`src/rtl/msmf_pkg.sv`:
```
// Shared types and constants for the MIDI stream message framer.
// Used by every module of the block; depends on nothing.
`timescale 1ns / 1ps

package msmf_pkg;

    localparam logic [7:0] RT_MIN     = 8'hF8;
    localparam logic [7:0] SOX        = 8'hF0;
    localparam logic [7:0] EOX        = 8'hF7;
    localparam logic [7:0] STATUS_MIN = 8'h80;
    localparam logic [7:0] PROG_CHG   = 8'hC0;
    localparam logic [7:0] CHAN_PRES  = 8'hD0;
    localparam logic [7:0] MTC_QF     = 8'hF1;
    localparam logic [7:0] SONG_POS   = 8'hF2;
    localparam logic [7:0] SONG_SEL   = 8'hF3;
    localparam logic [7:0] KIND_MASK  = 8'hF0;

    localparam int QUEUE_DEPTH = 4;
    localparam int QUEUE_AW    = 2;

    // One command from the parser to the message engine.
    typedef struct packed {
        logic       rt;        // real-time byte, emit alone
        logic       clear;     // restart the message buffer first
        logic       prefix;    // store pre_byte ahead of data
        logic       emit;      // message complete after this store
        logic [7:0] pre_byte;
        logic [7:0] data;
    } msmf_cmd_t;

    typedef enum logic [1:0] {
        BK_IDLE,
        BK_SECOND,
        BK_READ,
        BK_LOAD
    } msmf_back_state_t;

    function automatic logic [1:0] voice_len(input logic [7:0] st);
        logic [7:0] kind;
        kind = st & KIND_MASK;
        return (kind == PROG_CHG || kind == CHAN_PRES) ? 2'd2 : 2'd3;
    endfunction

    function automatic logic [1:0] system_len(input logic [7:0] st);
        logic [1:0] len;
        len = 2'd1;
        if (st == MTC_QF || st == SONG_SEL) begin
            len = 2'd2;
        end else if (st == SONG_POS) begin
            len = 2'd3;
        end
        return len;
    endfunction

endpackage

```
`src/rtl/msmf_front.sv`:
```
// Parser front end: accepts raw bytes, tracks running status and message length,
// and issues store/emit commands. Depends on msmf_pkg.
`timescale 1ns / 1ps

module msmf_front #(
    parameter int MAX_MSG_BYTES = 64
) (
    input  logic                 aclk,
    input  logic                 aresetn,
    input  logic                 s_valid,
    output logic                 s_ready,
    input  logic [7:0]           s_in_byte,
    input  logic                 q_full,
    output logic                 q_push,
    output msmf_pkg::msmf_cmd_t  q_cmd
);
    import msmf_pkg::*;

    localparam int CW = $clog2(MAX_MSG_BYTES + 1);

    logic [CW-1:0] cnt_reg, cnt_next;
    logic [1:0]    exp_reg, exp_next;
    logic [7:0]    rs_reg, rs_next;
    logic          sysex_reg, sysex_next;
    logic          take;
    logic [1:0]    len;
    logic [CW-1:0] cnt_inc;

    assign s_ready = !q_full;
    assign take    = s_valid && s_ready;
    assign cnt_inc = cnt_reg + CW'(1);

    always_comb begin
        q_push     = 1'b0;
        q_cmd      = '0;
        q_cmd.data = s_in_byte;
        cnt_next   = cnt_reg;
        exp_next   = exp_reg;
        rs_next    = rs_reg;
        sysex_next = sysex_reg;
        len        = 2'd0;
        if (take) begin
            if (s_in_byte >= RT_MIN) begin
                q_push   = 1'b1;
                q_cmd.rt = 1'b1;
            end else if (s_in_byte == EOX) begin
                // drop a stray end of exclusive
                if (sysex_reg) begin
                    q_push     = 1'b1;
                    q_cmd.emit = 1'b1;
                    sysex_next = 1'b0;
                    cnt_next   = '0;
                end
            end else if (s_in_byte >= STATUS_MIN) begin
                q_push      = 1'b1;
                q_cmd.clear = 1'b1;
                sysex_next  = 1'b0;
                if (s_in_byte == SOX) begin
                    rs_next    = 8'h00;
                    sysex_next = 1'b1;
                    cnt_next   = CW'(1);
                end else begin
                    if (s_in_byte >= SOX) begin
                        rs_next = 8'h00;
                        len     = system_len(s_in_byte);
                    end else begin
                        rs_next = s_in_byte;
                        len     = voice_len(s_in_byte);
                    end
                    exp_next = len;
                    if (len == 2'd1) begin
                        q_cmd.emit = 1'b1;
                        cnt_next   = '0;
                    end else begin
                        cnt_next   = CW'(1);
                    end
                end
            end else if (sysex_reg) begin
                q_push = 1'b1;
                // flush a full chunk, keep the dump open
                if (cnt_inc == CW'(MAX_MSG_BYTES)) begin
                    q_cmd.emit = 1'b1;
                    cnt_next   = '0;
                end else begin
                    cnt_next   = cnt_inc;
                end
            end else if (cnt_reg == '0) begin
                // running status: put the stored status back in front
                if (rs_reg != 8'h00) begin
                    q_push         = 1'b1;
                    q_cmd.prefix   = 1'b1;
                    q_cmd.pre_byte = rs_reg;
                    len            = voice_len(rs_reg);
                    exp_next       = len;
                    if (len == 2'd2) begin
                        q_cmd.emit = 1'b1;
                        cnt_next   = '0;
                    end else begin
                        cnt_next   = CW'(2);
                    end
                end
            end else begin
                q_push = 1'b1;
                if (cnt_inc >= CW'(exp_reg)) begin
                    q_cmd.emit = 1'b1;
                    cnt_next   = '0;
                end else begin
                    cnt_next   = cnt_inc;
                end
            end
        end
    end

    always_ff @(posedge aclk) begin
        if (!aresetn) begin
            cnt_reg   <= '0;
            exp_reg   <= 2'd0;
            rs_reg    <= 8'h00;
            sysex_reg <= 1'b0;
        end else begin
            cnt_reg   <= cnt_next;
            exp_reg   <= exp_next;
            rs_reg    <= rs_next;
            sysex_reg <= sysex_next;
        end
    end

endmodule

```
`src/rtl/msmf_cmd_fifo.sv`:
```
// Short command queue between the parser and the message engine.
// Depends on msmf_pkg for the command type and depth.
`timescale 1ns / 1ps

module msmf_cmd_fifo (
    input  logic                 aclk,
    input  logic                 aresetn,
    input  logic                 push,
    input  msmf_pkg::msmf_cmd_t  push_cmd,
    output logic                 full,
    input  logic                 pop,
    output logic                 not_empty,
    output msmf_pkg::msmf_cmd_t  head_cmd
);
    import msmf_pkg::*;

    msmf_cmd_t           slot_reg [QUEUE_DEPTH];
    logic [QUEUE_AW-1:0] wr_ptr_reg, wr_ptr_next;
    logic [QUEUE_AW-1:0] rd_ptr_reg, rd_ptr_next;
    logic [QUEUE_AW:0]   count_reg, count_next;
    logic                do_push, do_pop;

    assign full      = (count_reg == (QUEUE_AW + 1)'(QUEUE_DEPTH));
    assign not_empty = (count_reg != '0);
    assign head_cmd  = slot_reg[rd_ptr_reg];
    assign do_push   = push && !full;
    assign do_pop    = pop && not_empty;

    always_comb begin
        wr_ptr_next = do_push ? wr_ptr_reg + 1'b1 : wr_ptr_reg;
        rd_ptr_next = do_pop ? rd_ptr_reg + 1'b1 : rd_ptr_reg;
        count_next  = count_reg;
        if (do_push && !do_pop) begin
            count_next = count_reg + 1'b1;
        end else if (do_pop && !do_push) begin
            count_next = count_reg - 1'b1;
        end
    end

    always_ff @(posedge aclk) begin
        if (do_push) begin
            slot_reg[wr_ptr_reg] <= push_cmd;
        end
    end

    always_ff @(posedge aclk) begin
        if (!aresetn) begin
            wr_ptr_reg <= '0;
            rd_ptr_reg <= '0;
            count_reg  <= '0;
        end else begin
            wr_ptr_reg <= wr_ptr_next;
            rd_ptr_reg <= rd_ptr_next;
            count_reg  <= count_next;
        end
    end

endmodule

```
`src/rtl/msmf_back.sv`:
```
// Message engine: holds the message buffer, stores bytes per command and drains
// finished messages into the output register. Depends on msmf_pkg.
`timescale 1ns / 1ps

module msmf_back #(
    parameter int MAX_MSG_BYTES = 64
) (
    input  logic                 aclk,
    input  logic                 aresetn,
    input  logic                 cmd_valid,
    input  msmf_pkg::msmf_cmd_t  cmd,
    output logic                 cmd_pop,
    output logic                 m_valid,
    input  logic                 m_ready,
    output logic [7:0]           m_out_byte,
    output logic                 m_end_of_message
);
    import msmf_pkg::*;

    localparam int CW = $clog2(MAX_MSG_BYTES + 1);
    localparam int AW = $clog2(MAX_MSG_BYTES);

    logic [7:0]       mem [MAX_MSG_BYTES];
    logic [7:0]       rdata_reg;

    msmf_back_state_t state_reg, state_next;
    msmf_cmd_t        cmd_reg, cmd_next;
    logic [CW-1:0]    wptr_reg, wptr_next;
    logic [AW-1:0]    rptr_reg, rptr_next;
    logic             oval_reg, oval_next;
    logic [7:0]       obyte_reg, obyte_next;
    logic             oeom_reg, oeom_next;

    logic             out_free;
    logic             mem_we;
    logic [AW-1:0]    mem_waddr;
    logic [7:0]       mem_wdata;
    logic             mem_re;
    logic [CW-1:0]    base;
    logic             last;

    assign out_free = !oval_reg || m_ready;
    assign base     = cmd.clear ? '0 : wptr_reg;
    assign last     = (CW'(rptr_reg) + CW'(1)) == wptr_reg;

    always_comb begin
        state_next = state_reg;
        case (state_reg)
            BK_IDLE: begin
                if (cmd_valid && !cmd.rt) begin
                    if (cmd.prefix) begin
                        state_next = BK_SECOND;
                    end else if (cmd.emit) begin
                        state_next = BK_READ;
                    end
                end
            end
            BK_SECOND: begin
                state_next = cmd_reg.emit ? BK_READ : BK_IDLE;
            end
            BK_READ: begin
                if (out_free) begin
                    state_next = BK_LOAD;
                end
            end
            BK_LOAD: begin
                state_next = last ? BK_IDLE : BK_READ;
            end
            default: begin
                state_next = BK_IDLE;
            end
        endcase
    end

    always_comb begin
        cmd_pop    = 1'b0;
        cmd_next   = cmd_reg;
        wptr_next  = wptr_reg;
        rptr_next  = rptr_reg;
        mem_we     = 1'b0;
        mem_waddr  = base[AW-1:0];
        mem_wdata  = cmd.data;
        mem_re     = 1'b0;
        oval_next  = oval_reg;
        obyte_next = obyte_reg;
        oeom_next  = oeom_reg;
        if (m_ready) begin
            oval_next = 1'b0;
        end
        case (state_reg)
            BK_IDLE: begin
                if (cmd_valid) begin
                    if (cmd.rt) begin
                        // real-time byte bypasses the buffer
                        if (out_free) begin
                            cmd_pop    = 1'b1;
                            oval_next  = 1'b1;
                            obyte_next = cmd.data;
                            oeom_next  = 1'b1;
                        end
                    end else begin
                        cmd_pop   = 1'b1;
                        cmd_next  = cmd;
                        mem_we    = 1'b1;
                        mem_wdata = cmd.prefix ? cmd.pre_byte : cmd.data;
                        wptr_next = base + CW'(1);
                        rptr_next = '0;
                    end
                end
            end
            BK_SECOND: begin
                mem_we    = 1'b1;
                mem_waddr = wptr_reg[AW-1:0];
                mem_wdata = cmd_reg.data;
                wptr_next = wptr_reg + CW'(1);
                rptr_next = '0;
            end
            BK_READ: begin
                mem_re = out_free;
            end
            BK_LOAD: begin
                oval_next  = 1'b1;
                obyte_next = rdata_reg;
                oeom_next  = last;
                if (last) begin
                    wptr_next = '0;
                end else begin
                    rptr_next = rptr_reg + 1'b1;
                end
            end
            default: begin
                mem_we = 1'b0;
            end
        endcase
    end

    always_ff @(posedge aclk) begin
        if (mem_we) begin
            mem[mem_waddr] <= mem_wdata;
        end
        if (mem_re) begin
            rdata_reg <= mem[rptr_reg];
        end
    end

    always_ff @(posedge aclk) begin
        cmd_reg   <= cmd_next;
        obyte_reg <= obyte_next;
        oeom_reg  <= oeom_next;
        rptr_reg  <= rptr_next;
        if (!aresetn) begin
            state_reg <= BK_IDLE;
            wptr_reg  <= '0;
            oval_reg  <= 1'b0;
        end else begin
            state_reg <= state_next;
            wptr_reg  <= wptr_next;
            oval_reg  <= oval_next;
        end
    end

    assign m_valid          = oval_reg;
    assign m_out_byte       = obyte_reg;
    assign m_end_of_message = oeom_reg;

endmodule

```
`src/rtl/midi_stream_message_framer.sv`:
```
// Top level of the MIDI stream message framer: parser, command queue and
// message engine. Depends on msmf_pkg, msmf_front, msmf_cmd_fifo, msmf_back.
//
//   channel | ports                                   | direction
//   s_      | s_valid s_ready s_in_byte               | raw MIDI bytes in
//   m_      | m_valid m_ready m_out_byte              | framed message bytes out
//           | m_end_of_message                        |
//
// The parser takes one byte per cycle while the command queue has room.
// The engine writes each byte to the buffer, the running status first when it is
// reinserted; a finished message drains as a buffer read then an output register
// load per byte, and no new command is taken until it ends. Real-time bytes skip
// the buffer. Reset is synchronous and active low; rptr_reg and cmd_reg skip it.
// A stalled m_ready holds the drain; a full queue drops s_ready.
`timescale 1ns / 1ps

module midi_stream_message_framer #(
    parameter int MAX_MSG_BYTES = 64
) (
    input  logic       aclk,
    input  logic       aresetn,
    input  logic       s_valid,
    output logic       s_ready,
    input  logic [7:0] s_in_byte,
    output logic       m_valid,
    input  logic       m_ready,
    output logic [7:0] m_out_byte,
    output logic       m_end_of_message
);
    import msmf_pkg::*;

    msmf_cmd_t push_cmd;
    msmf_cmd_t head_cmd;
    logic      q_push;
    logic      q_full;
    logic      q_pop;
    logic      q_not_empty;

    msmf_front #(
        .MAX_MSG_BYTES(MAX_MSG_BYTES)
    ) u_front (
        .aclk      (aclk),
        .aresetn   (aresetn),
        .s_valid   (s_valid),
        .s_ready   (s_ready),
        .s_in_byte (s_in_byte),
        .q_full    (q_full),
        .q_push    (q_push),
        .q_cmd     (push_cmd)
    );

    msmf_cmd_fifo u_queue (
        .aclk      (aclk),
        .aresetn   (aresetn),
        .push      (q_push),
        .push_cmd  (push_cmd),
        .full      (q_full),
        .pop       (q_pop),
        .not_empty (q_not_empty),
        .head_cmd  (head_cmd)
    );

    msmf_back #(
        .MAX_MSG_BYTES(MAX_MSG_BYTES)
    ) u_back (
        .aclk             (aclk),
        .aresetn          (aresetn),
        .cmd_valid        (q_not_empty),
        .cmd              (head_cmd),
        .cmd_pop          (q_pop),
        .m_valid          (m_valid),
        .m_ready          (m_ready),
        .m_out_byte       (m_out_byte),
        .m_end_of_message (m_end_of_message)
    );

endmodule

```
`config.mk`:
```
export PLATFORM = sky130hd
export DESIGN_NAME = midi_stream_message_framer
export DESIGN_NICKNAME = d
export VERILOG_FILES = /design/src/rtl/msmf_pkg.sv /design/src/rtl/msmf_front.sv /design/src/rtl/msmf_cmd_fifo.sv /design/src/rtl/msmf_back.sv /design/src/rtl/midi_stream_message_framer.sv
export SDC_FILE = /design/constraint.sdc
export NUM_CORES = 1
export LEC_CHECK = 0
export ABC_AREA = 1
export CAP_MARGIN = 40
export CORE_UTILIZATION = 55
export DETAILED_ROUTE_END_ITERATION = 6
export DONT_BUFFER_PORTS = 1
export HOLD_SLACK_MARGIN = 0.02
export PLACE_DENSITY = 0.74
export SLEW_MARGIN = 20
export SYNTH_ARGS = -nofsm -noshare
export SYNTH_HDL_FRONTEND = slang
export SYNTH_SLANG_ARGS = --single-unit
```
`constraint.sdc`:
```
create_clock -name aclk -period 10.7 [get_ports aclk]
set_clock_uncertainty 0.05 [all_clocks]
set_input_delay 0 -clock aclk [delete_from_list [all_inputs] [get_ports aclk]]
set_output_delay 0 -clock aclk [all_outputs]
set_load 0.01 [all_outputs]
```
==> metrics.log <==
INFO  metric register_to_register_setup_slack = 6500 ps
INFO  metric synthFlopType = edfxtp_1
INFO  metric period_share = 0.3930
INFO  metric clockRootBuffer = clkbuf_16
INFO  metric critical_path_cell_count = 10
INFO  metric first_iter_violations = 2,276
INFO  metric grtUsageTotal = 0.2677
INFO  metric place_ws = 6538 ps
INFO  metric setup_viol = 0
INFO  metric crit_slowest_cell = dfxtp_1
INFO  metric route.detailed.drc = 0
INFO  metric core_region_area = approximately 49,000 um2
INFO  metric route.detailed.wl_per_inst = 22.96 um
INFO  metric synthesis.area = roughly 27,000 um2
INFO  metric effective_utilization_at_floorplan = 0.5582
INFO  metric worst_setup_path_end_kind = flop
INFO  metric design.final.nets = 2,239
INFO  metric finalCriticalPeriod = 4205 ps
INFO  metric grt_first_pass_wirelength = 101.5 mm
INFO  metric rsz0062_at_grt = false
INFO  metric num_antenna_cells = 0
INFO  metric clk_path_buf_depth = 3
INFO  metric post_route_cells_drive_above_1_share = 0.08576
INFO  metric die_height = around 230 um
INFO  metric avgViaCountPerCell = 6.175
INFO  metric worstPathRequired = 10,890 ps
INFO  metric p_total = 0.009370 W
INFO  metric holdCritPathClass = in2reg
INFO  metric final_antenna_net_count = 0
INFO  metric vdd_ir_drop_max = 0.2938 mV
INFO  metric drt-pass1-iter-count = 5
INFO  metric fp.dieArea = 50,680 um2
INFO  metric synth_fp_nets = 2,260
INFO  metric fp.dieW = 225.1 um
INFO  metric clk_transition_reported_paths = 60 ps
INFO  metric gr-total-overflow = 0
INFO  metric critPathMaxStageDelay = 790 ps
INFO  metric path_class = reg2reg
INFO  metric final_hold_viol_count = 0
INFO  metric layout.area.seq = slightly below 20,000 um2
INFO  metric highest_clock_rate = 237.8 MHz
INFO  metric yosys.area.top_type = edfxtp_1
INFO  metric dp_hpwl = 39.46 mm
INFO  metric yosys-top-cells-count = 624 x edfxtp_1, 395 x nor2_1, 292 x o21ai_0, 184 x nand2_1, 95 x nand3_1
INFO  metric worst-path-buf-inv = 3
INFO  metric cts-resized-gates = 0
INFO  metric synth.top_cell.area_share = 0.6843
INFO  metric instances_no_fill = 2,926
INFO  metric worst_skew_pair.late_latency = 600 ps
INFO  metric worst_hold_slack = 171.1 ps
INFO  metric largest_register_ffs = 512
INFO  metric synth_seq_area_share = 0.7114
INFO  metric fin_ws = 6495 ps
INFO  metric outcome = complete, no violations
INFO  metric cts-buffers-inserted = 67
INFO  metric tritoncts = done
INFO  metric largest_net_degree_at_the_start_of_global_routing = between 150 and 200
INFO  metric cp_max_fo = 21
INFO  metric row_count = 81
INFO  metric cell_with_the_most_instances_after_synthesis = edfxtp_1
INFO  metric syn-mean-instance-area = 12.27 um2
INFO  metric timing.critical_path.max_delay_family = simple AND/OR/NAND/NOR gates
INFO  metric multiInputGateArea = 6947 um2
INFO  metric yosysWarningCount = 0
INFO  metric area_delta_synth_final = 10.52%
INFO  metric r2r.worst_path.cells = 10
INFO  metric async_flop_share = 0
INFO  metric number_of_clock_sinks = 661
INFO  metric synthCells = 2,231
INFO  metric worst-slew-pin-transition = 865.1 ps
INFO  metric termination_of_the_worst_setup_path = u_back.mem[23][5]
INFO  metric drt-total-wl = 67.19 mm
INFO  metric worstSetupStartpointType = flop
INFO  metric synth_top_cells_by_area = edfxtp_1 68%, nor2_1 5.4%, o21ai_0 5.3%
INFO  metric drv_slew = 0
INFO  metric fillerInstances = around 3,800
INFO  metric synth_cell_type_count = 44
INFO  metric power.leakage = 9.851 nW
INFO  metric ys_seq_elements = 661
INFO  metric p_per_cell_area = approximately 310 nW/um2
INFO  metric number_of_global_route_vias_before_repair = between 15,000 and 20,000
INFO  metric grt_antenna_before_repair = 0
INFO  metric place_inst = between 2,000 and 3,000
INFO  metric htreeDepth = 3
INFO  metric synth_edf_count = ~620
INFO  metric crit_chain = inv_1 -> nand2_1 -> o21ai_2 -> nor2_4 -> inv_2 -> nor2_2 -> nor2_1 -> inv_4 -> nand2_1 -> nor2_1
INFO  metric worst_ep_arrival_time = 4390 ps
INFO  metric top_level_ports = 23
INFO  metric placer_congestion_estimate = 0.9103
INFO  metric worst_slew_margin_rel = 0.4232
INFO  metric r2r-end = u_back.mem[23][5]
INFO  metric place.port_buffers = 0
INFO  metric timing.max_cap.violations = 0
INFO  metric vias = about 18,000
INFO  metric totalNegativeSetupSlack = 0 ps
## power breakdown
group / switching [W] / internal (W)
logic: 0.00249 / 0.000789
registers: 0.000107 / 0.00370
clock network: 0.000974 / 0.00131
## cells in the final DEF (no fill, tap or decap), types with 4 or more instances in the layout
cell           instances
inv_6                  6
inv_2                 12
nand3_2               10
nor2_2                 7
dlygate4sd3_1         12
nor2_1               395
nor2_4                 7
edfxtp_1             624
buf_16                 5
nor3_1                12
bufinv_16              5
xor2_1                 4
clkinv_1              20
nand4_1                9
clkinv_2               9
ha_1                  16
o21ai_1               12
clkbuf_1              12
nand3_1               95
clkbuf_16             69
nand2_2               11
nor3_2                 7
dfxtp_1               37
o211ai_1              84
inv_1                 72
o221ai_1              54
o21ai_0              292
buf_12                 5
nand2_1              184
o22ai_1               73
a21oi_1               49
buf_4                 24
## area by class of cell
type                            count  share of cell area
Timing Repair Buffer               47             0.01815
Sequential cell                   661              0.6436
Clock inverter                     40             0.01141
Tap cell                          664             0.02745
Clock buffer                       81             0.05854
Multi-Input combinational cell   1344              0.2295
Inverter                           89             0.01129
## metal layers
metal / part of all wire / GRT usage / vias to the layer above / wire length [um]
met5: 0 / 0 / - / 0
met4: 0.028 / 0.08624 / 0 / 1905
met3: 0.090 / 0.05085 / 133 / 6069
met2: 0.49 / 0.4386 / 973 / 32640
met1: 0.40 / 0.3626 / 8806 / 26570
li1: - / - / 8157 / -
## timing repair
action	in CTS	in global routing
setup endpoints to repair	0	0
setup buffers	0	0
hold buffers	12	0
hold endpoints to repair	108	0
## cell families (layout without fill, tap and decap cells)
logic type                 Yosys count  in the layout  share of synthesized area
adders and majority gates           17             17                   0.008042
and+or+nand+nor                    749            749                     0.1195
AOI/OAI and AO/OA                  573            573                     0.1243
xor gates and xnor gates             5              5                   0.001599
DFF                                661            661                     0.7114
buffers and inverters              226            257                    0.03514
## how the worst min path moves through the flow
stage / endpoint / slack (ps) / startpoint / cells past startpoint
after floorplan: u_queue.slot_reg[0][0] / 50 / s_in_byte[0] / 0
after global placement: u_queue.slot_reg[1][0] / 50 / s_in_byte[0] / 0
after detailed placement: u_queue.slot_reg[0][0] / 50 / s_in_byte[0] / 0
after CTS: u_queue.slot_reg[1][3] / 150 / s_in_byte[3] / 1
after global routing: u_queue.slot_reg[1][3] / 170 / s_in_byte[3] / 1
final: u_queue.slot_reg[0][3] / 170 / s_in_byte[3] / 1
## through the flow
step,utilization,instance area [um2]
after floorplan,-,27380
after global placement,0.5661,27770
after detailed placement,0.5691,27920
after CTS,0.6147,30150
after global routing,0.6170,30260
final,0.6170,30260
(Power assumes the default switching activity.)
